--- src/rtl/handheld_bus_address_decoder_top_defines.svh ---
// Assertion macros shared by the bus decoder RTL.
`ifndef HANDHELD_BUS_ADDRESS_DECODER_TOP_DEFINES_SVH
`define HANDHELD_BUS_ADDRESS_DECODER_TOP_DEFINES_SVH

`ifndef ASSERT_OFF
// Checked outside reset only.
`define HBAD_ASSERT(lbl, prop, msg) \
  lbl: assert property (@(posedge clk) disable iff (!rst_n) (prop)) else $error(msg);
// Checked on every edge, reset included.
`define HBAD_ASSERT_ALWAYS(lbl, prop, msg) \
  lbl: assert property (@(posedge clk) (prop)) else $error(msg);
`else
`define HBAD_ASSERT(lbl, prop, msg)
`define HBAD_ASSERT_ALWAYS(lbl, prop, msg)
`endif

`endif

--- src/rtl/hbad_pkg.sv ---
// Types, codes and address map of the handheld bus decoder.
package hbad_pkg;

  localparam int WORK_RAM_BYTES = 8192;
  localparam int HIGH_RAM_BYTES = 128;
  localparam int WRAM_AW = $clog2(WORK_RAM_BYTES);
  localparam int HRAM_AW = $clog2(HIGH_RAM_BYTES);

  // Request types
  localparam logic [1:0] REQ_READ  = 2'd0;
  localparam logic [1:0] REQ_WRITE = 2'd1;
  localparam logic [1:0] REQ_IRQ   = 2'd2;

  // Routes
  localparam logic [1:0] ROUTE_NONE  = 2'd0;
  localparam logic [1:0] ROUTE_CART  = 2'd1;
  localparam logic [1:0] ROUTE_VIDEO = 2'd2;
  localparam logic [1:0] ROUTE_TIMER = 2'd3;

  // Address map
  localparam logic [15:0] BOOT_END   = 16'h0100;
  localparam logic [15:0] VRAM_LO    = 16'h8000;
  localparam logic [15:0] VRAM_HI    = 16'h9FFF;
  localparam logic [15:0] OAM_LO     = 16'hFE00;
  localparam logic [15:0] OAM_HI     = 16'hFE9F;
  localparam logic [15:0] WRAM_LO    = 16'hC000;
  localparam logic [15:0] ECHO_HI    = 16'hFDFF;
  localparam logic [15:0] IO_LO      = 16'hFF00;
  localparam logic [15:0] IO_HI      = 16'hFF7F;
  localparam logic [15:0] HRAM_LO    = 16'hFF80;
  localparam logic [15:0] HRAM_HI    = 16'hFFFE;
  localparam logic [15:0] ADDR_IE    = 16'hFFFF;
  localparam logic [15:0] ADDR_JOYP  = 16'hFF00;
  localparam logic [15:0] ADDR_SB    = 16'hFF01;
  localparam logic [15:0] ADDR_SC    = 16'hFF02;
  localparam logic [15:0] TIMER_LO   = 16'hFF04;
  localparam logic [15:0] TIMER_HI   = 16'hFF07;
  localparam logic [15:0] ADDR_IF    = 16'hFF0F;
  localparam logic [15:0] LCD_LO     = 16'hFF40;
  localparam logic [15:0] LCD_HI     = 16'hFF43;
  localparam logic [15:0] ADDR_LY    = 16'hFF44;
  localparam logic [15:0] ADDR_LYC   = 16'hFF45;
  localparam logic [15:0] ADDR_DMA   = 16'hFF46;
  localparam logic [15:0] PAL_LO     = 16'hFF47;
  localparam logic [15:0] PAL_HI     = 16'hFF49;
  localparam logic [15:0] ADDR_BOOT  = 16'hFF50;

  localparam logic [7:0] JOYP_RESET = 8'hCF;
  localparam logic [7:0] JOYP_KEEP  = 8'hCF;
  localparam logic [7:0] JOYP_SEL   = 8'h30;
  localparam logic [7:0] IRQ_UNUSED = 8'hE0;

  typedef struct packed {
    logic [1:0]  req_type;
    logic [15:0] bus_address;
    logic [7:0]  write_byte;
    logic [4:0]  irq_bits;
    logic        cart_claims;
    logic [7:0]  cart_byte;
    logic [7:0]  video_byte;
    logic [7:0]  timer_byte;
    logic [7:0]  boot_byte;
    logic [3:0]  button_nibble;
    logic [3:0]  pad_nibble;
  } in_t;

  typedef struct packed {
    logic [7:0] read_data;
    logic [1:0] route;
    logic       route_is_write;
    logic [7:0] flag_bits;
    logic [7:0] enable_bits;
  } out_t;

  typedef struct packed {
    logic [7:0] joypad_select;
    logic [7:0] serial_data;
    logic [7:0] serial_control;
    logic [7:0] irq_flags;
    logic [7:0] irq_enable;
    logic [7:0] dma_source;
    logic [7:0] boot_map;
  } regs_t;

  typedef struct packed {
    logic               wram_we;
    logic               hram_we;
    logic [WRAM_AW-1:0] waddr;
    logic [7:0]         wdata;
  } mem_wr_t;

endpackage

--- src/rtl/hbad_decode.sv ---
// Address decode, register update and read data selection for one request.
module hbad_decode (
  input  hbad_pkg::in_t     item,
  input  hbad_pkg::regs_t   regs,
  input  logic [7:0]        wram_rd,
  input  logic [7:0]        hram_rd,
  output hbad_pkg::regs_t   regs_nxt,
  output hbad_pkg::mem_wr_t mem_wr,
  output hbad_pkg::out_t    result
);

  logic [15:0] a;
  logic        wr;
  logic [7:0]  rd;
  logic [1:0]  route;
  logic [7:0]  joyp_rd;
  logic [7:0]  sel;
  logic        video_reg;

  assign a   = item.bus_address;
  assign wr  = (item.req_type == hbad_pkg::REQ_WRITE);
  assign sel = regs.joypad_select;

  always_comb begin
    if ((sel & hbad_pkg::JOYP_SEL) == hbad_pkg::JOYP_SEL) begin
      joyp_rd = sel | 8'h0F;
    end else if ((sel & hbad_pkg::JOYP_SEL) == 8'h00) begin
      joyp_rd = {sel[7:4], item.button_nibble & item.pad_nibble};
    end else if (!sel[5]) begin
      joyp_rd = {sel[7:4], item.button_nibble};
    end else begin
      joyp_rd = {sel[7:4], item.pad_nibble};
    end
  end

  // Line counter is routed for reads only
  assign video_reg = (a >= hbad_pkg::LCD_LO && a <= hbad_pkg::LCD_HI) ||
                     (a == hbad_pkg::ADDR_LY && !wr) ||
                     (a == hbad_pkg::ADDR_LYC) ||
                     (a >= hbad_pkg::PAL_LO && a <= hbad_pkg::PAL_HI);

  always_comb begin
    regs_nxt       = regs;
    rd             = 8'h00;
    route          = hbad_pkg::ROUTE_NONE;
    mem_wr.wram_we = 1'b0;
    mem_wr.hram_we = 1'b0;
    mem_wr.waddr   = a[hbad_pkg::WRAM_AW-1:0];
    mem_wr.wdata   = item.write_byte;
    if (item.req_type == hbad_pkg::REQ_IRQ) begin
      regs_nxt.irq_flags = regs.irq_flags | {3'b000, item.irq_bits};
    end else if (item.req_type == hbad_pkg::REQ_READ || wr) begin
      if (a < hbad_pkg::BOOT_END && !regs.boot_map[0]) begin
        rd = item.boot_byte;
      end else if (item.cart_claims) begin
        route = hbad_pkg::ROUTE_CART;
        rd    = item.cart_byte;
      end else if ((a >= hbad_pkg::VRAM_LO && a <= hbad_pkg::VRAM_HI) ||
                   (a >= hbad_pkg::OAM_LO && a <= hbad_pkg::OAM_HI)) begin
        route = hbad_pkg::ROUTE_VIDEO;
        rd    = item.video_byte;
      end else if (a >= hbad_pkg::WRAM_LO && a <= hbad_pkg::ECHO_HI) begin
        mem_wr.wram_we = wr;
        rd             = wram_rd;
      end else if (a >= hbad_pkg::IO_LO && a <= hbad_pkg::IO_HI) begin
        if (a >= hbad_pkg::TIMER_LO && a <= hbad_pkg::TIMER_HI) begin
          route = hbad_pkg::ROUTE_TIMER;
          rd    = item.timer_byte;
        end else if (video_reg) begin
          route = hbad_pkg::ROUTE_VIDEO;
          rd    = item.video_byte;
        end else if (a == hbad_pkg::ADDR_JOYP) begin
          rd = joyp_rd;
          if (wr) begin
            regs_nxt.joypad_select = (item.write_byte & hbad_pkg::JOYP_SEL) |
                                     (sel & hbad_pkg::JOYP_KEEP);
          end
        end else if (a == hbad_pkg::ADDR_SB) begin
          rd = regs.serial_data;
          if (wr) regs_nxt.serial_data = item.write_byte;
        end else if (a == hbad_pkg::ADDR_SC) begin
          rd = regs.serial_control;
          if (wr) regs_nxt.serial_control = item.write_byte;
        end else if (a == hbad_pkg::ADDR_IF) begin
          rd = hbad_pkg::IRQ_UNUSED | regs.irq_flags;
          if (wr) regs_nxt.irq_flags = item.write_byte;
        end else if (a == hbad_pkg::ADDR_DMA) begin
          rd = regs.dma_source;
          if (wr) regs_nxt.dma_source = item.write_byte;
        end else if (a == hbad_pkg::ADDR_BOOT) begin
          rd = regs.boot_map;
          if (wr) regs_nxt.boot_map = item.write_byte;
        end
      end else if (a >= hbad_pkg::HRAM_LO && a <= hbad_pkg::HRAM_HI) begin
        mem_wr.hram_we = wr;
        rd             = hram_rd;
      end else if (a == hbad_pkg::ADDR_IE) begin
        rd = hbad_pkg::IRQ_UNUSED | regs.irq_enable;
        if (wr) regs_nxt.irq_enable = item.write_byte;
      end
    end else begin
      route = hbad_pkg::ROUTE_NONE;
    end
  end

  assign result.read_data      = (item.req_type == hbad_pkg::REQ_READ) ? rd : 8'h00;
  assign result.route          = route;
  assign result.route_is_write = wr && (route != hbad_pkg::ROUTE_NONE);
  assign result.flag_bits      = regs_nxt.irq_flags;
  assign result.enable_bits    = regs_nxt.irq_enable;

endmodule

--- config.mk ---
export PLATFORM = sky130hd
export DESIGN_NAME = hbad_decode
export DESIGN_NICKNAME = d
export VERILOG_FILES = /design/src/rtl/handheld_bus_address_decoder_top_defines.svh /design/src/rtl/hbad_pkg.sv /design/src/rtl/hbad_decode.sv
export SDC_FILE = /design/constraint.sdc
export NUM_CORES = 1
export LEC_CHECK = 0
export BUFFER_PORTS_ARGS = -buffer_cell sky130_fd_sc_hd__buf_2
export CORE_AREA = 2 2 98 100
export DETAILED_ROUTE_END_ITERATION = 10
export DIE_AREA = 0 0 100 102
export GPL_TIMING_DRIVEN = 0
export PLACE_DENSITY = 0.74
export RECOVER_POWER = 50
export REMOVE_ABC_BUFFERS = 1
export SLEW_MARGIN = 20
export SYNTH_ARGS = -nofsm -noshare
export SYNTH_HDL_FRONTEND = slang
export SYNTH_SLANG_ARGS = --single-unit
--- constraint.sdc ---
create_clock -name vclk -period 2.1
set_input_delay 0.105 -clock vclk [all_inputs]
set_output_delay 0.105 -clock vclk [all_outputs]
set_load 0.1 [all_outputs]
==> results.json, run 1 <==
{
  "setup_viol": 15,
  "min_period_ns": 2.24,
  "grt_use_total": 0.287,
  "start_util": 0.288,
  "end_kind": "primary output",
  "p_int_mw": 0.449,
  "final.period_utilization": 1.07,
  "layout.nets": 762,
  "dieHeight_um": 102,
  "multi_input_area_mm2": 0.00267,
  "core_mm2": 0.00911,
  "syn-cell-area_mm2": 0.00263,
  "cp.required_ns": 2.00,
  "drv_slew": 0,
  "dr.pass1.iters": 5,
  "nFlopsAndLatches": 0,
  "post_synth.cell_area_avg_um2": 6.94,
  "place_inst": 665,
  "switchingPower_mw": 1.11,
  "met1_usage": 0.362,
  "fin_util": 0.581,
  "synthesis.instances": 378,
  "drcViolationCount": 0,
  "yosysWarningCount": 0,
  "synth_most_common_cell": "mux2_2",
  "violations": "negative setup slack",
  "worst_setup_path_start_kind": "input pin",
  "synth_area_leader_cell": "mux2_2",
  "postLayoutCellArea_mm2": 0.00530,
  "crit_fanout": 7,
  "worst_slack_ns": -0.140,
  "fp.dieArea_mm2": 0.0102,
  "via_per_inst": 6.00,
  "fmax_mhz": 447,
  "grt_pass1_vias": 4149,
  "met3_usage": 0.0363,
  "final.setup.tns_ns": -1.31,
  "diodes": 0,
  "regArea_um2": 0,
  "ant_nets": 0,
  "place_hpwl_um": 11900,
  "port_buffers": 242,
  "min_path_type": "input pin to primary output",
  "n_fill_cell": 790,
  "rsz0062_at_grt": "yes",
  "dp_slack_ns": -1.16,
  "fin_cells": 727,
  "fp.dieW_um": 100,
  "finalHoldViolCount": 0,
  "vias": 4365,
  "top_usage_layer": "met2",
  "syn2layout_area_growth_pct": 102,
  "pwr-share-seq": 0,
  "drv_cap": 0,
  "post_drt_wl_per_cell_um": 23.1,
  "num_rows": 35,
  "leakage_nw": 2.41,
  "power_mw": 1.56,
  "power-per-cell-area_mw_per_mm2": 294,
  "synth_top_area_frac": 0.189,
  "grt_max_degree": 28,
  "clock_buffers": 0,
  "first_iter_violations": 362,
  "cp.arrival_ns": 2.13,
  "ir_drop_v": 0.000257,
  "status": "finished, violations left",
  "whs_ns": 0.211,
  "placed_area_mm2": 0.00357,
  "seq_area_frac_synth": 0,
  "antenna_found_initial": 0,
  "worst_pin_slew_ns": 1.24,
  "ioPinCount": 250,
  "worstSetupPathType": "input pin to primary output",
  "synth_area_leaders": "mux2_2, buf_4, nand2_1",
  "p_clk_frac": 0,
  "gp_congestion": 0.914,
  "switching_share": 0.712,
  "overflow": 0,
  "grt_pass1_wl_um": 22800,
  "combPwrFrac": 1.000,
  "grt_use_met2": 0.513,
  "synth_common_cells": "mux2_2, buf_4, nand2_1",
  "drt_wl_total_um": 16800,
  "relSlewSlack": 0.178,
  "synth_cell_types": 64,
  "drive_above_1_share": 0.680
}
==> cells by family (layout without fill, tap and decap cells) <==
logic type	count (synthesis)	count (layout)	share of synthesized area
buf+inv	77	315	0.176
simple gates	131	131	0.288
mux	46	46	0.196
compound gates	124	124	0.339
==> layer usage <==
metal | routed length, um | up-vias
met3 | 1580 | 50
met4 | 486 | 0
met1 | 6480 | 2068
li1 | - | 1918
met2 | 8230 | 329
met5 | 0 | -
==> worst paths after layout <==
check | slack, ns | depth (start not counted) | from | endpoint
worst max-delay path | -0.14 | 10 | item[61] | result[23]
worst min-delay path | 0.21 | 0 | regs[50] | regs_nxt[50]
==> worst max-delay path: stages <==
cell      delay, ns
buf_16         0.11
or4_4          0.56
nor4_4         0.16
buf_6          0.19
buf_6          0.11
buf_6          0.11
a32oi_2        0.07
o211ai_1       0.35
a211oi_2       0.15
buf_6          0.21
==> area by class of cell <==
class	count	area share
Inverter	10	0.00709
Tap cell	111	0.0262
Timing Repair Buffer	305	0.462
Multi-Input combinational cell	301	0.505
==> cell usage in the layout (no fill, tap or decap), types with 4 or more instances in the layout <==
cell type and instances:
buf_2 164, buf_6 38, o22ai_1 5, clkbuf_1 6, nand3_1 10, o21a_1 7
o21ai_0 18, mux2_2 30, buf_8 6, a21oi_2 4, a221oi_1 6, o211ai_1 5
nor3_1 4, nand2_2 5, a21oi_1 17, mux2_4 14, nand4_1 10, nor4_4 4
nand2_1 26, inv_1 10, and2_1 5, nor2_1 15, buf_4 60, buf_12 27
==> power groups by stage <==
stage,Clock (mW),Combinational (mW),Sequential [mW]
3_3_place_gp,0,1.26,0
5_1_grt,0,1.60,0
6_report,0,1.56,0
4_1_cts,0,1.42,0
3_5_place_dp,0,1.27,0
2_1_floorplan,0,0.746,0
==> timing repair <==
action                                  CTS  global route
gates resized for setup                 196           126
setup buffers                            37            25
pin swaps                                32            31
hold buffers                              0             0
endpoints found under the setup margin   79            72
(Power assumes the default switching activity.)
==> run 2, diff against run 1 <==
--- a/config.mk
+++ b/config.mk
@@ -13,6 +13,7 @@
 export PLACE_DENSITY = 0.74
 export RECOVER_POWER = 50
 export REMOVE_ABC_BUFFERS = 1
+export SETUP_SLACK_MARGIN = 0.1
 export SLEW_MARGIN = 20
 export SYNTH_ARGS = -nofsm -noshare
 export SYNTH_HDL_FRONTEND = slang
==> run 2 against run 1 <==
  * The run still ends with negative setup slack left
  * Via count rose by 3.3%
  * Largest cell class is now buffers
  * Combinational power rose by 6%
  * Sequential cell count did not move
  * First-iteration DRC count rose by 20%
==> results.json, run 2 (synthesis gave the netlist of run 1 again) <==
{
  "finalHoldViolCount": 0,
  "grt_use_total": 0.306,
  "post_drt_wl_per_cell_um": 24.4,
  "place_hpwl_um": 11900,
  "cp.required_ns": 2.00,
  "hold_buffers": 0,
  "syn2layout_area_growth_pct": 117,
  "antenna_found_initial": 0,
  "grt_pass1_wl_um": 24300,
  "setup_viol": 27,
  "drv_cap": 0,
  "p_clk_frac": 0,
  "worst_pin_slew_ns": 1.23,
  "via_per_inst": 6.15,
  "grt_pass1_vias": 4264,
  "nFlopsAndLatches": 0,
  "pwr-share-seq": 0,
  "worstSetupPathType": "input pin to primary output",
  "ir_drop_v": 0.000288,
  "final_cell_mix": "buf_2, buf_4, buf_12",
  "combPwrFrac": 1.000,
  "violations": "negative setup slack",
  "ioPinCount": 250,
  "core_mm2": 0.00911,
  "drv_slew": 0,
  "layout.nets": 768,
  "fin_cells": 733,
  "whs_ns": 0.211,
  "fp.dieArea_mm2": 0.0102,
  "switching_share": 0.684,
  "overflow": 0,
  "p_int_mw": 0.525,
  "leakage_nw": 2.61,
  "relSlewSlack": 0.184,
  "dr.pass1.iters": 6,
  "fmax_mhz": 427,
  "layout_commonest_cell": "buf_2",
  "cp.arrival_ns": 2.24,
  "num_rows": 35,
  "port_buffers": 242,
  "min_path_type": "input pin to primary output",
  "fin_util": 0.626,
  "rsz0062_at_grt": "yes",
  "grt_max_degree": 28,
  "start_util": 0.288,
  "min_period_ns": 2.34,
  "crit_fanout": 7,
  "dieHeight_um": 102,
  "switchingPower_mw": 1.13,
  "end_kind": "primary output",
  "final.period_utilization": 1.12,
  "n_fill_cell": 733,
  "status": "finished, violations left",
  "vias": 4507,
  "worst_slack_ns": -0.244,
  "drive_above_1_share": 0.688,
  "drcViolationCount": 0,
  "ant_nets": 0,
  "fp.dieW_um": 100,
  "drt_wl_total_um": 17900,
  "place_inst": 665,
  "diodes": 0,
  "first_iter_violations": 436,
  "dp_slack_ns": -1.16,
  "worst_setup_path_start_kind": "input pin",
  "regArea_um2": 0,
  "clock_buffers": 0,
  "power-per-cell-area_mw_per_mm2": 291,
  "gp_congestion": 0.914
}
## run 2: critical path, stage by stage
cell	delay, ns
buf_16	0.12
or4_4	0.56
nor4_4	0.19
buf_6	0.19
buf_4	0.13
buf_6	0.11
a32oi_2	0.07
o211ai_1	0.39
a211oi_2	0.16
buf_6	0.21
## run 2: worst paths after layout
kind	from	to	slack (ns)	depth (start not counted)
worst max-delay path	item[61]	result[23]	-0.24	10
worst min-delay path	regs[50]	regs_nxt[50]	0.21	0
## run 2: stage by stage
step	total power [mW]	area [um^2]	TNS, ns
finish	1.66	5700	-2.99
global route	1.70	5700	-4.60
CTS	1.56	5260	-0.947
detailed placement	1.27	3570	-68.20
global placement	1.26	3550	-81.95
floorplan	0.746	2200	-35.08
## run 2: what timing repair did
action,4_1_cts,5_1_grt
gates resized for setup,339,77
buffers inserted,52,16
pin swaps,40,31
endpoints found under the setup margin,79,75
## run 2: layer usage
layer  routed length (um)  part of all wire  global-route usage  vias to the layer above
li1                     -                 -                   -                     1930
met1                 6710              0.37               0.382                     2147
met2                 8850              0.49               0.561                      381
met3                 1750             0.098              0.0383                       49
met4                  603             0.034              0.0717                        0
met5                    0                 0                   0                        -
## run 2: final cells by class
class,count,area [um^2],area share
Inverter,10,37.5,0.00658
Tap cell,111,139,0.0244
Timing Repair Buffer,311,2800,0.491
Multi-Input combinational cell,301,2720,0.478
## run 2: power by group through the flow
stage               Sequential (mW)  Clock (mW)  Combinational (mW)
CTS                               0           0                1.56
global route                      0           0                1.70
global placement                  0           0                1.26
floorplan                         0           0               0.746
detailed placement                0           0                1.27
finish                            0           0                1.66
