**src/rtl/handheld_bus_address_decoder_top_defines.svh**
```systemverilog
// Assertion macros shared by the bus decoder RTL.
`ifndef HANDHELD_BUS_ADDRESS_DECODER_TOP_DEFINES_SVH
`define HANDHELD_BUS_ADDRESS_DECODER_TOP_DEFINES_SVH

`ifndef ASSERT_OFF
// Checked outside reset only.
`define HBAD_ASSERT(lbl, prop, msg) \
  lbl: assert property (@(posedge clk) disable iff (!rst_n) (prop)) else $error(msg);
// Checked on every edge, reset included.
`define HBAD_ASSERT_ALWAYS(lbl, prop, msg) \
  lbl: assert property (@(posedge clk) (prop)) else $error(msg);
`else
`define HBAD_ASSERT(lbl, prop, msg)
`define HBAD_ASSERT_ALWAYS(lbl, prop, msg)
`endif

`endif

```
**src/rtl/hbad_ram.sv**
```systemverilog
// Single-port-write, registered-read RAM used for work and high RAM.
module hbad_ram #(
  parameter int ADDR_W = 7,
  parameter int DATA_W = 8
) (
  input  logic              clk,
  input  logic              we,
  input  logic [ADDR_W-1:0] waddr,
  input  logic [DATA_W-1:0] wdata,
  input  logic              re,
  input  logic [ADDR_W-1:0] raddr,
  output logic [DATA_W-1:0] rdata
);

  localparam int DEPTH = 1 << ADDR_W;

  logic [DATA_W-1:0] mem [DEPTH];
  logic [DATA_W-1:0] rdata_r;

  always_ff @(posedge clk) begin
    if (we) begin
      mem[waddr] <= wdata;
    end
  end

  always_ff @(posedge clk) begin
    if (re) begin
      rdata_r <= mem[raddr];
    end
  end

  assign rdata = rdata_r;

endmodule

```
**config.mk**
```make
export PLATFORM = sky130hd
export DESIGN_NAME = hbad_ram
export DESIGN_NICKNAME = d
export VERILOG_FILES = /design/src/rtl/handheld_bus_address_decoder_top_defines.svh /design/src/rtl/hbad_ram.sv
export SDC_FILE = /design/constraint.sdc
export NUM_CORES = 1
export LEC_CHECK = 0
export BUFFER_PORTS_ARGS = -buffer_cell sky130_fd_sc_hd__buf_4
export CAP_MARGIN = 20
export CORE_ASPECT_RATIO = 1.75
export CORE_UTILIZATION = 25
export DETAILED_ROUTE_END_ITERATION = 8
export GPL_ROUTABILITY_DRIVEN = 0
export GPL_TIMING_DRIVEN = 0
export SLEW_MARGIN = 20
export SYNTH_ARGS = -nofsm -noshare
export SYNTH_HDL_FRONTEND = slang
export SYNTH_SLANG_ARGS = --single-unit
```
**constraint.sdc**
```tcl
create_clock -name clk -period 5.2 [get_ports clk]
set_clock_uncertainty 0.15 [all_clocks]
set_input_delay 1.56 -clock clk [delete_from_list [all_inputs] [get_ports clk]]
set_output_delay 1.56 -clock clk [all_outputs]
set_load 0.005 [all_outputs]
```
==> results of run 1 <==
[sequential cells by signal (all words and copies together) (netlist names)]
register	cells
rdata	8
mem	1024
[path summary, 6_finish.rpt]
check             slack [ps]            endpoint
setup / recovery         260  rdata[0]$_DFFE_PP_
hold reg to reg         1190  rdata[5]$_DFFE_PP_
hold / removal          1010  rdata[6]$_DFFE_PP_
setup reg to reg        2340  rdata[4]$_DFFE_PP_
[layer usage]
layer / up-vias / share of wire / GRT usage
li1: 7270 / - / -
met1: 9635 / 0.31 / 0.126
met2: 712 / 0.56 / 0.247
met3: 232 / 0.059 / 0.0256
met4: 8 / 0.073 / 0.0814
met5: - / 0.00058 / 0
[worst max-delay path, delay by kind of cell]
family,cells,cell delay (ps)
buffers and inverters,2,1670
muxes,4,1910
[power groups by stage]
stage	logic, mW	registers, mW	clock network [mW]
3_3_place_gp	0.900	9.38	0
5_1_grt	0.977	9.20	7.00
6_report	0.943	9.20	6.63
4_1_cts	0.932	9.20	6.73
3_5_place_dp	0.931	9.39	0
2_1_floorplan	0.465	9.38	0
[stage by stage]
stage | power, mW | hold WS [ps]
after floorplan | 9.84 | 999
after global placement | 10.3 | 1170
after detailed placement | 10.3 | 1170
after CTS | 16.9 | 977
after global routing | 17.2 | 1000
final | 16.8 | 1010
[layout by cell type, fill, tap and decap left out]
master | netlist | layout
buf_16 | 0 | 8
clkbuf_16 | 0 | 89
nor2b_1 | 7 | 7
nor2_1 | 122 | 122
inv_8 | 0 | 2
mux4_2 | 336 | 336
mux2_2 | 8 | 8
clkinv_1 | 0 | 20
clkbuf_2 | 0 | 10
buf_2 | 15 | 17
diode_2 | 0 | 10
nand2b_1 | 2 | 2
clkbuf_1 | 44 | 42
nand2_1 | 14 | 14
nor3_1 | 9 | 1
buf_6 | 1 | 11
nand3_1 | 12 | 12
buf_4 | 11 | 24
inv_6 | 0 | 1
nand4_1 | 3 | 3
clkinv_2 | 0 | 15
clkinvlp_4 | 0 | 8
buf_1 | 18 | 17
bufinv_16 | 0 | 10
or3_1 | 1 | 1
clkinv_8 | 0 | 2
edfxtp_1 | 1032 | 1032
nor3_2 | 0 | 8
clkinv_4 | 0 | 2
[cells by family after synthesis]
family,count (synthesis)
and+or+nand+nor,170
muxes,344
buffers and inverters,89
DFF,1032
[cell type report]
cell class	instances	area (sq um)	share of cell area
plain buffers	89	415	0.00910
diodes	10	25.0	0.000548
clock buffers	97	2260	0.0494
flip-flops and latches	1032	31000	0.679
well taps	2047	2560	0.0561
repair buffers	32	435	0.00953
multi-input cells	514	8390	0.184
clock inverters	60	592	0.0130
==> results.tsv, run 1 <==
stage	metric	value	unit
clocking	Worst-path clk slew	70	ps
critical_path	CP startpoint	raddr[2]	
yosys	cell count after synthesis	1635	
global_route	Remaining Overflow, GRT	0	
die	die width	303	um
power	NetSw	3.58	mW
clocking	post-cts resize count	0	
critical_path	CP dominant cell by count	mux4_2	
power	VDD IR max	0.244	mV
yosys	syn_area_per_cell	24.3	sq um
cells_and_area	share of layout cells above drive strength 1	0.302	
drt	DR pass1 iterations	7	
die	IO Pins	33	
placement	IO buf count	21	
yosys	most used flip-flop cell after synthesis	edfxtp_1	
power	sw frac	0.214	
yosys	yosys synthesis warning count	0	
clocking	CTS tree	done	
cells_and_area	fin area	45700	sq um
sta	Tmin final	4940	ps
yosys	Post-Synth XOR/XNOR Area	0	
drt	drt via density	4.60	
clocking	CTS root buffer	clkbuf_16	
placement	DP HPWL	71300	um
power	Internal	13.2	mW
drt	Final ANT Viol Nets	0	
power	Leakage	13.4	nW
placement	Post-DP Area	42600	sq um
yosys	top-area cell type share of the netlist area	0.780	
clocking	post-CTS setup buffers	0	
run	max-cap violation count	0	
clocking	clk_lat worst skew	680	ps
yosys	number of synthesized flops with an enable pin	1032	
sta	final setup vio count	0	
min_path	worst hold path startpoint	re	
cells_and_area	Total Nets Final	1781	
drt	drt first-iter violations	1594	
critical_path	maximum fanout along the worst path	10	
die	Die Y	529	um
sta	worst slew pin tran	1160	ps
critical_path	WS Path Type	input port to register	
power	part of the power in registers	0.548	
critical_path	Critical Path Source Type	input port	
cells_and_area	non-filler cells, final	3881	
min_path	Hold Path Stages	1	
yosys	post-synthesis simple-gate area fraction	0.0175	
sta	Max Slew Vio Count	0	
cells_and_area	Fillers	15300	
critical_path	CP max stage delay	870	ps
drt	drt drc	0	
power	Clock power frac	0.395	
sta	Slew headroom	0.225	
clocking	H-tree Lvls	3	
yosys	most frequent cell after synthesis	edfxtp_1	
global_route	largest net degree at the start of global routing	129	
yosys	mux contribution to synthesized area	0.193	
min_path	Hold WC Path Type	input port to register	
yosys	Synth top cells by count	edfxtp_1, mux4_2, nor2_1	
sta	Max Fclk	203	MHz
power	P per Cell Area	367	nW/um^2
critical_path	slowest CP cell	buf_1	
yosys	Seq/Total Area, Yosys	0.780	
yosys	Mapped Area	39700	sq um
yosys	largest family of logic cells by synthesized area	multiplexers	
global_route	antenna violations before repair	11	
clocking	clk sinks	1032	
sta	unrepaired setup endpoints after global routing	false	
critical_path	reg2reg start	mem[8][4]$_DFFE_PP_	
global_route	first-pass GRT wire length	145000	um
yosys	register bit total from synthesis	1032	
clocking	Max Buffers Root-to-Sink	3	
die	Initial Utilization	0.252	
sta	Hold Fails Final Rpt	0	
yosys	largest cells by area after synthesis	edfxtp_1, mux4_2, nor2_1, clkbuf_1, mux2_2	
run_status	status	finished, final reports clean	
drt	vias after detailed routing	17900	
critical_path	CP cell instances	clkbuf_1 -> buf_1 -> mux4_2 -> mux4_2 -> mux4_2 -> mux2_2	
die	die area	161000	sq um
yosys	syn_nets	1660	
cells_and_area	Area Growth Syn to Fin	14.9	%
drt	final wirelength	104000	um
cells_and_area	final core utilization	0.289	
sta	fin worst setup slack	264	ps
critical_path	Arrival @ worst endpoint	5190	ps
yosys	post-synthesis compound-gate area fraction	0	
sta	Setup TNS	0	ps
clocking	TritonCTS buffer count	87	
critical_path	Worst Reg2Reg Path Length in Cells	4	
yosys	area leader, netlist	edfxtp_1	
power	combinational share of power	0.056	
global_route	All-Layer GR Usage	0.130	
yosys	ys async rst share	0	
critical_path	CP Data Required Time	5450	ps
placement	setup slack at placement	-459	ps
placement	placed insts	3704	
critical_path	CP Capture Type	register	
drt	WL per Instance	26.8	um
yosys	Yosys cell types	16	
clocking	cts-stage hold buffer count	0	
global_route	vias in the first global route	19200	
die	core area	158000	sq um
sta	fin crit share	0.949	
yosys	Post-Synth Adder-Cell Area	0	
die	row count	193	
Power figures use the tool's default switching activity.
==> inputs of run 2 (changes only) <==
--- a/config.mk
+++ b/config.mk
@@ -5,7 +5,7 @@
 export SDC_FILE = /design/constraint.sdc
 export NUM_CORES = 1
 export LEC_CHECK = 0
-export BUFFER_PORTS_ARGS = -buffer_cell sky130_fd_sc_hd__buf_4
+export BUFFER_PORTS_ARGS = -buffer_cell sky130_fd_sc_hd__buf_2
 export CAP_MARGIN = 20
 export CORE_ASPECT_RATIO = 1.75
 export CORE_UTILIZATION = 25
==> run 2 against run 1 <==
Critical endpoint is now rdata[3]$_DFFE_PP_; power up 4.6%; maximum frequency is 0.55% higher; highest routed layer unchanged; count of clock-buffer cells in the layout decreased by 6; largest power group unchanged; critical path depth is the same; wire length up 0.15%.
==> results.tsv, run 2 (synthesized netlist as in run 1, its figures left out) <==
stage	metric	value	unit	change
power	Leakage	13.6	nW	+1.3%
sta	fin worst setup slack	291	ps	+26.8 ps
critical_path	critical path endpoint	rdata[3]$_DFFE_PP_		
power	VDD IR max	0.253	mV	+4.1%
sta	unrepaired setup endpoints after global routing	false		
clocking	post-CTS setup buffers	0		unchanged
critical_path	end of the worst register-to-register path	rdata[0]$_DFFE_PP_		
global_route	largest net degree at the start of global routing	97		-25%
clocking	H-tree Lvls	3		unchanged
sta	Max Fclk	204	MHz	+0.55%
critical_path	CP max stage delay	890	ps	+20 ps
critical_path	reg2reg start	mem[13][0]$_DFFE_PP_		
sta	Tmin final	4910	ps	-26.8 ps
die	row count	193		unchanged
clocking	clk sinks	1032		unchanged
cells_and_area	Total Nets Final	1779		-0.11%
global_route	first-pass GRT wire length	146000	um	+0.13%
power	total power	17.6	mW	+4.6%
critical_path	CP dominant cell by count	mux4_2		
critical_path	WS Path Type	input port to register		
clocking	cts-stage hold buffer count	0		unchanged
critical_path	slowest CP cell	clkbuf_1		
cells_and_area	Top reg by flops	mem		
global_route	Remaining Overflow, GRT	0		unchanged
cells_and_area	commonest non-fill, non-tap cell in the layout	edfxtp_1		
sta	fin crit share	0.944		-0.00515
critical_path	CP startpoint	raddr[2]		
critical_path	maximum fanout along the worst path	10		unchanged
run	max-cap violation count	0		unchanged
die	Initial Utilization	0.252		unchanged
critical_path	CP cell instances	clkbuf_1 -> clkbuf_1 -> mux4_2 -> mux4_2 -> mux4_2 -> mux2_2		
drt	final wirelength	104000	um	+0.15%
critical_path	CP bufs+invs	2		unchanged
power	P per Cell Area	381	nW/um^2	+3.8%
drt	drt via density	4.59		-0.24%
cells_and_area	max reg flops	1024		unchanged
placement	IO buf count	21		unchanged
drt	drt first-iter violations	1644		+3.1%
critical_path	r2r setup slk	2330	ps	about the same
clocking	clk_lat worst skew	680	ps	about the same
clocking	Worst-path clk slew	60	ps	about the same
clocking	CTS tree	done		
global_route	antenna violations before repair	12		+1
drt	WL per Instance	26.9	um	+0.28%
clocking	CTS root buffer	clkbuf_16		
drt	drt drc	0		unchanged
critical_path	CP Capture Type	register		
sta	Slew headroom	0.246		+0.0213
die	IO Pins	33		unchanged
run_status	status	finished, final reports clean		
min_path	Hold WC Path Type	input port to register		
global_route	vias in the first global route	19300		+0.14%
placement	DP HPWL	73800	um	+3.4%
placement	setup slack at placement	-424	ps	+34.6 ps
drt	vias after detailed routing	17800		-0.36%
cells_and_area	Area Growth Syn to Fin	15.8	%	
die	Die Y	529	um	unchanged
cells_and_area	share of layout cells above drive strength 1	0.310		+0.00805
sta	Max Slew Vio Count	0		unchanged
sta	Hold Fails Final Rpt	0		unchanged
drt	DR pass1 iterations	6		-1
cells_and_area	Fillers	15200		-0.32%
critical_path	Arrival @ worst endpoint	5160	ps	-30 ps
critical_path	Worst Reg2Reg Path Length in Cells	4		unchanged
critical_path	Critical Path Source Type	input port		
sta	worst slew pin tran	1130	ps	-31.8 ps
global_route	All-Layer GR Usage	0.130		-0.000165
die	die area	161000	sq um	unchanged
clocking	post-cts resize count	0		unchanged
die	die width	303	um	unchanged
critical_path	CP Data Required Time	5450	ps	about the same
critical_path	CP delay by family, top	multiplexers		
die	core area	158000	sq um	unchanged
clocking	Max Buffers Root-to-Sink	3		unchanged
sta	final setup vio count	0		unchanged
sta	Hold Slack	1090	ps	+73.6 ps
drt	Final ANT Viol Nets	0		unchanged
critical_path	WP depth	6		unchanged
clocking	TritonCTS buffer count	86		-1.1%
cells_and_area	most frequent cells in the layout	edfxtp_1, mux4_2, nor2_1		
## run 2: cell types whose count changed in the layout (fill, tap and decap cells not counted), moves of 2 or more
cell / change
bufinv_16: +15
clkinv_2: -6
diode_2: -6
clkbuf_1: -5
inv_6: +2
buf_4: -13
buf_2: +13
clkinv_1: -8
clkinv_4: +4
## run 2: area by class of cell
cell class,instances,area (sq um),area share
antenna,4,10.0,0.000217
buffer,89,415,0.00902
clock buffer,91,2210,0.0481
clock inverter,68,1050,0.0229
multi-input combinational,514,8400,0.182
sequential,1032,31000,0.673
tap,2047,2560,0.0556
timing repair buffer,31,392,0.00851
## run 2: worst min path at each step
stage,endpoint,startpoint,slack (ps),cells past startpoint
after floorplan,rdata[0]$_DFFE_PP_,mem[36][0]$_DFFE_PP_,1000,4
after global routing,rdata[3]$_DFFE_PP_,re,1080,1
after detailed placement,rdata[5]$_DFFE_PP_,mem[123][5]$_DFFE_PP_,1190,4
after CTS,rdata[3]$_DFFE_PP_,re,1040,1
final,rdata[4]$_DFFE_PP_,re,1090,1
after global placement,rdata[7]$_DFFE_PP_,mem[100][7]$_DFFE_PP_,1170,4
## run 2: routing by layer
metal,up-vias,global-route usage,share of wire
met5,-,0,0.00059
met4,10,0.0908,0.077
met3,216,0.0203,0.052
met2,627,0.247,0.56
met1,9662,0.125,0.31
li1,7277,-,-
## run 2: report_power, final
group          leakage (nW)  total [mW]  internal, mW  switching (mW)
clock network          1.57        7.41          4.38            3.04
logic                  2.74       0.941         0.355           0.586
registers              9.28        9.20          9.19          0.0103
total                  13.6        17.6          13.9            3.63
## run 2: stage by stage
| step | area (sq um) | instances | TNS (ps) | utilization |
|---|---|---|---|---|
| after global routing | 46000 | 3873 | 0 | 0.291 |
| final | 46000 | 3876 | 0 | 0.291 |
| after CTS | 46000 | 3871 | 0 | 0.291 |
| after floorplan | 39700 | 1635 | 0 | - |
| after detailed placement | 42700 | 3712 | -2920 | 0.271 |
| after global placement | 42400 | 3703 | -2890 | 0.269 |
==> inputs of run 3 (changes only) <==
--- a/config.mk
+++ b/config.mk
@@ -7,7 +7,7 @@
 export LEC_CHECK = 0
 export BUFFER_PORTS_ARGS = -buffer_cell sky130_fd_sc_hd__buf_2
 export CAP_MARGIN = 20
-export CORE_ASPECT_RATIO = 1.75
+export CORE_MARGIN = 2
 export CORE_UTILIZATION = 25
 export DETAILED_ROUTE_END_ITERATION = 8
 export GPL_ROUTABILITY_DRIVEN = 0
==> run 3 against run 2 <==
Count of clock-buffer cells in the layout is 32 higher; cell count is 1.3% higher; highest routed layer unchanged; sequential power hardly changed.
==> results.tsv, run 3 (synthesized netlist as in run 1, its figures left out) <==
stage	metric	value	unit	change
run_status	status	finished, final reports clean		
drt	DR pass1 iterations	5		-1
power	Leakage	13.6	nW	+0.19%
sta	Hold Fails Final Rpt	0		unchanged
critical_path	CP bufs+invs	2		unchanged
critical_path	Arrival @ worst endpoint	4950	ps	-210 ps
critical_path	r2r setup slk	2450	ps	+120 ps
critical_path	WS Path Type	input port to register		
clocking	Max Buffers Root-to-Sink	3		unchanged
cells_and_area	non-filler cells, final	3928		+1.3%
min_path	Hold WC Path Type	input port to register		
power	NetSw	3.64	mW	+0.32%
clocking	H-tree Lvls	3		unchanged
cells_and_area	area of the multi-input gates	8400	sq um	about the same
drt	drt drc	0		unchanged
cells_and_area	Total Nets Final	1793		+0.79%
sta	final setup vio count	0		unchanged
critical_path	reg2reg start	mem[22][1]$_DFFE_PP_		
clocking	TritonCTS buffer count	101		+17%
cells_and_area	commonest non-fill, non-tap cell in the layout	edfxtp_1		
drt	WL per Instance	24.9	um	-7.3%
die	Die Y	403	um	-24%
sta	Hold Slack	1080	ps	-8.00 ps
sta	Slew headroom	0.250		+0.00390
drt	drt first-iter violations	2107		+28%
cells_and_area	Fillers	15100		-0.39%
cells_and_area	FF+latch area	31000	sq um	unchanged
cells_and_area	Area Growth Syn to Fin	16.0	%	
clocking	cts-stage hold buffer count	0		unchanged
global_route	antenna violations before repair	18		+6
run	max-cap violation count	0		unchanged
clocking	CTS tree	done		
cells_and_area	max reg flops	1024		unchanged
critical_path	CP Capture Type	register		
placement	DP HPWL	65800	um	-11%
critical_path	maximum fanout along the worst path	10		unchanged
critical_path	CP startpoint	raddr[2]		
power	Clock power frac	0.419		-0.003
drt	Final ANT Viol Nets	0		unchanged
clocking	CTS root buffer	clkbuf_16		
cells_and_area	Top reg by flops	mem		
cells_and_area	most frequent cells in the layout	edfxtp_1, mux4_2, nor2_1		
sta	Tmin final	4690	ps	-221 ps
power	sw frac	0.210		+0.00249
global_route	vias in the first global route	18700		-3.0%
clocking	post-cts resize count	0		unchanged
die	core area	158000	sq um	+0.17%
critical_path	CP Data Required Time	5460	ps	about the same
die	row count	146		-24%
sta	fin crit share	0.902		-0.0425
critical_path	CP cell instances	clkbuf_1 -> buf_1 -> mux4_2 -> mux4_2 -> mux4_2 -> mux2_2		
critical_path	Critical Path Source Type	input port		
power	VDD IR max	0.346	mV	+36%
power	P per Cell Area	377	nW/um^2	-1.0%
power	combinational share of power	0.052		-0.002
sta	unrepaired setup endpoints after global routing	false		
power	part of the power in registers	0.529		+0.005
clocking	clk sinks	1032		unchanged
die	IO Pins	33		unchanged
global_route	first-pass GRT wire length	138000	um	-5.2%
drt	vias after detailed routing	18000		+1.2%
clocking	post-CTS setup buffers	0		unchanged
global_route	All-Layer GR Usage	0.119		-0.0113
drt	drt via density	4.58		-0.18%
critical_path	CP delay by family, top	multiplexers		
die	die area	162000	sq um	+0.96%
sta	worst slew pin tran	1120	ps	-1.69 ps
sta	Max Fclk	213	MHz	+4.7%
die	Initial Utilization	0.251		-0.000426
die	die width	403	um	+33%
placement	IO buf count	21		unchanged
global_route	Remaining Overflow, GRT	0		unchanged
placement	placed insts	3737		+0.67%
power	Internal	13.8	mW	-1.2%
critical_path	CP dominant cell by count	mux4_2		
critical_path	slowest CP cell	buf_1		
clocking	clk_lat worst skew	690	ps	about the same
drt	final wirelength	97900	um	-6.0%
cells_and_area	share of layout cells above drive strength 1	0.306		-0.00436
sta	Max Slew Vio Count	0		unchanged
clocking	Worst-path clk slew	60	ps	about the same
critical_path	CP max stage delay	730	ps	-160 ps
global_route	largest net degree at the start of global routing	101		+4.1%
min_path	worst hold path startpoint	re		
[run 3: cell count changes in the layout (fill, tap and decap cells not counted), moves of 2 or more]
cell        previous run  this run
inv_8                  3         0
bufinv_16             25        12
clkinv_4               6         2
inv_6                  3         1
clkinvlp_4             7         5
clkbuf_16             88       102
clkinv_1              12        20
clkinv_2               9        18
clkbuf_1              37        55
[run 3: layout make-up]
cell class	count	share of cell area
Buffer	89	0.00901
Clock buffer	123	0.0571
Tap cell	2072	0.0562
Multi-Input combinational cell	514	0.182
Antenna cell	5	0.000271
Sequential cell	1032	0.672
Timing Repair Buffer	30	0.00830
Clock inverter	63	0.0148
[run 3: worst register-to-register path, delay by kind of cell (launching register included)]
family  cells  cell delay [ps]
mux         4             1980
flops       1              360
[run 3: power by group through the flow]
| stage | combinational, mW | clock [mW] | sequential, mW |
|---|---|---|---|
| floorplan | 0.465 | 0 | 9.38 |
| global placement | 0.860 | 0 | 9.40 |
| detailed placement | 0.907 | 0 | 9.39 |
| CTS | 0.909 | 7.41 | 9.21 |
| global route | 0.941 | 7.71 | 9.21 |
| finish | 0.898 | 7.29 | 9.21 |
[run 3: stage by stage]
stage | worst slack (ps) | total power, mW | utilization | setup TNS [ps] | area, sq um
floorplan | 847 | 9.84 | - | 0 | 39700
global placement | -216 | 10.3 | 0.268 | -1450 | 42400
detailed placement | -141 | 10.3 | 0.270 | -768 | 42800
CTS | 567 | 17.5 | 0.291 | 0 | 46100
global route | 505 | 17.9 | 0.291 | 0 | 46100
finish | 511 | 17.4 | 0.291 | 0 | 46100
[run 3: final timing paths]
path | endpoint | cells past startpoint
worst min-delay path | rdata[6]$_DFFE_PP_ | 1
worst min register to register | rdata[6]$_DFFE_PP_ | 4
worst max register to register | rdata[1]$_DFFE_PP_ | 4
worst max-delay path | rdata[1]$_DFFE_PP_ | 6
[run 3: per-layer routing]
layer / part of all wire / GRT usage / wire (um)
met1: 0.38 / 0.147 / 37600
met3: 0.087 / 0.0298 / 8490
met2: 0.50 / 0.204 / 49400
met5: 0.0011 / 0 / 107
met4: 0.024 / 0.0361 / 2330
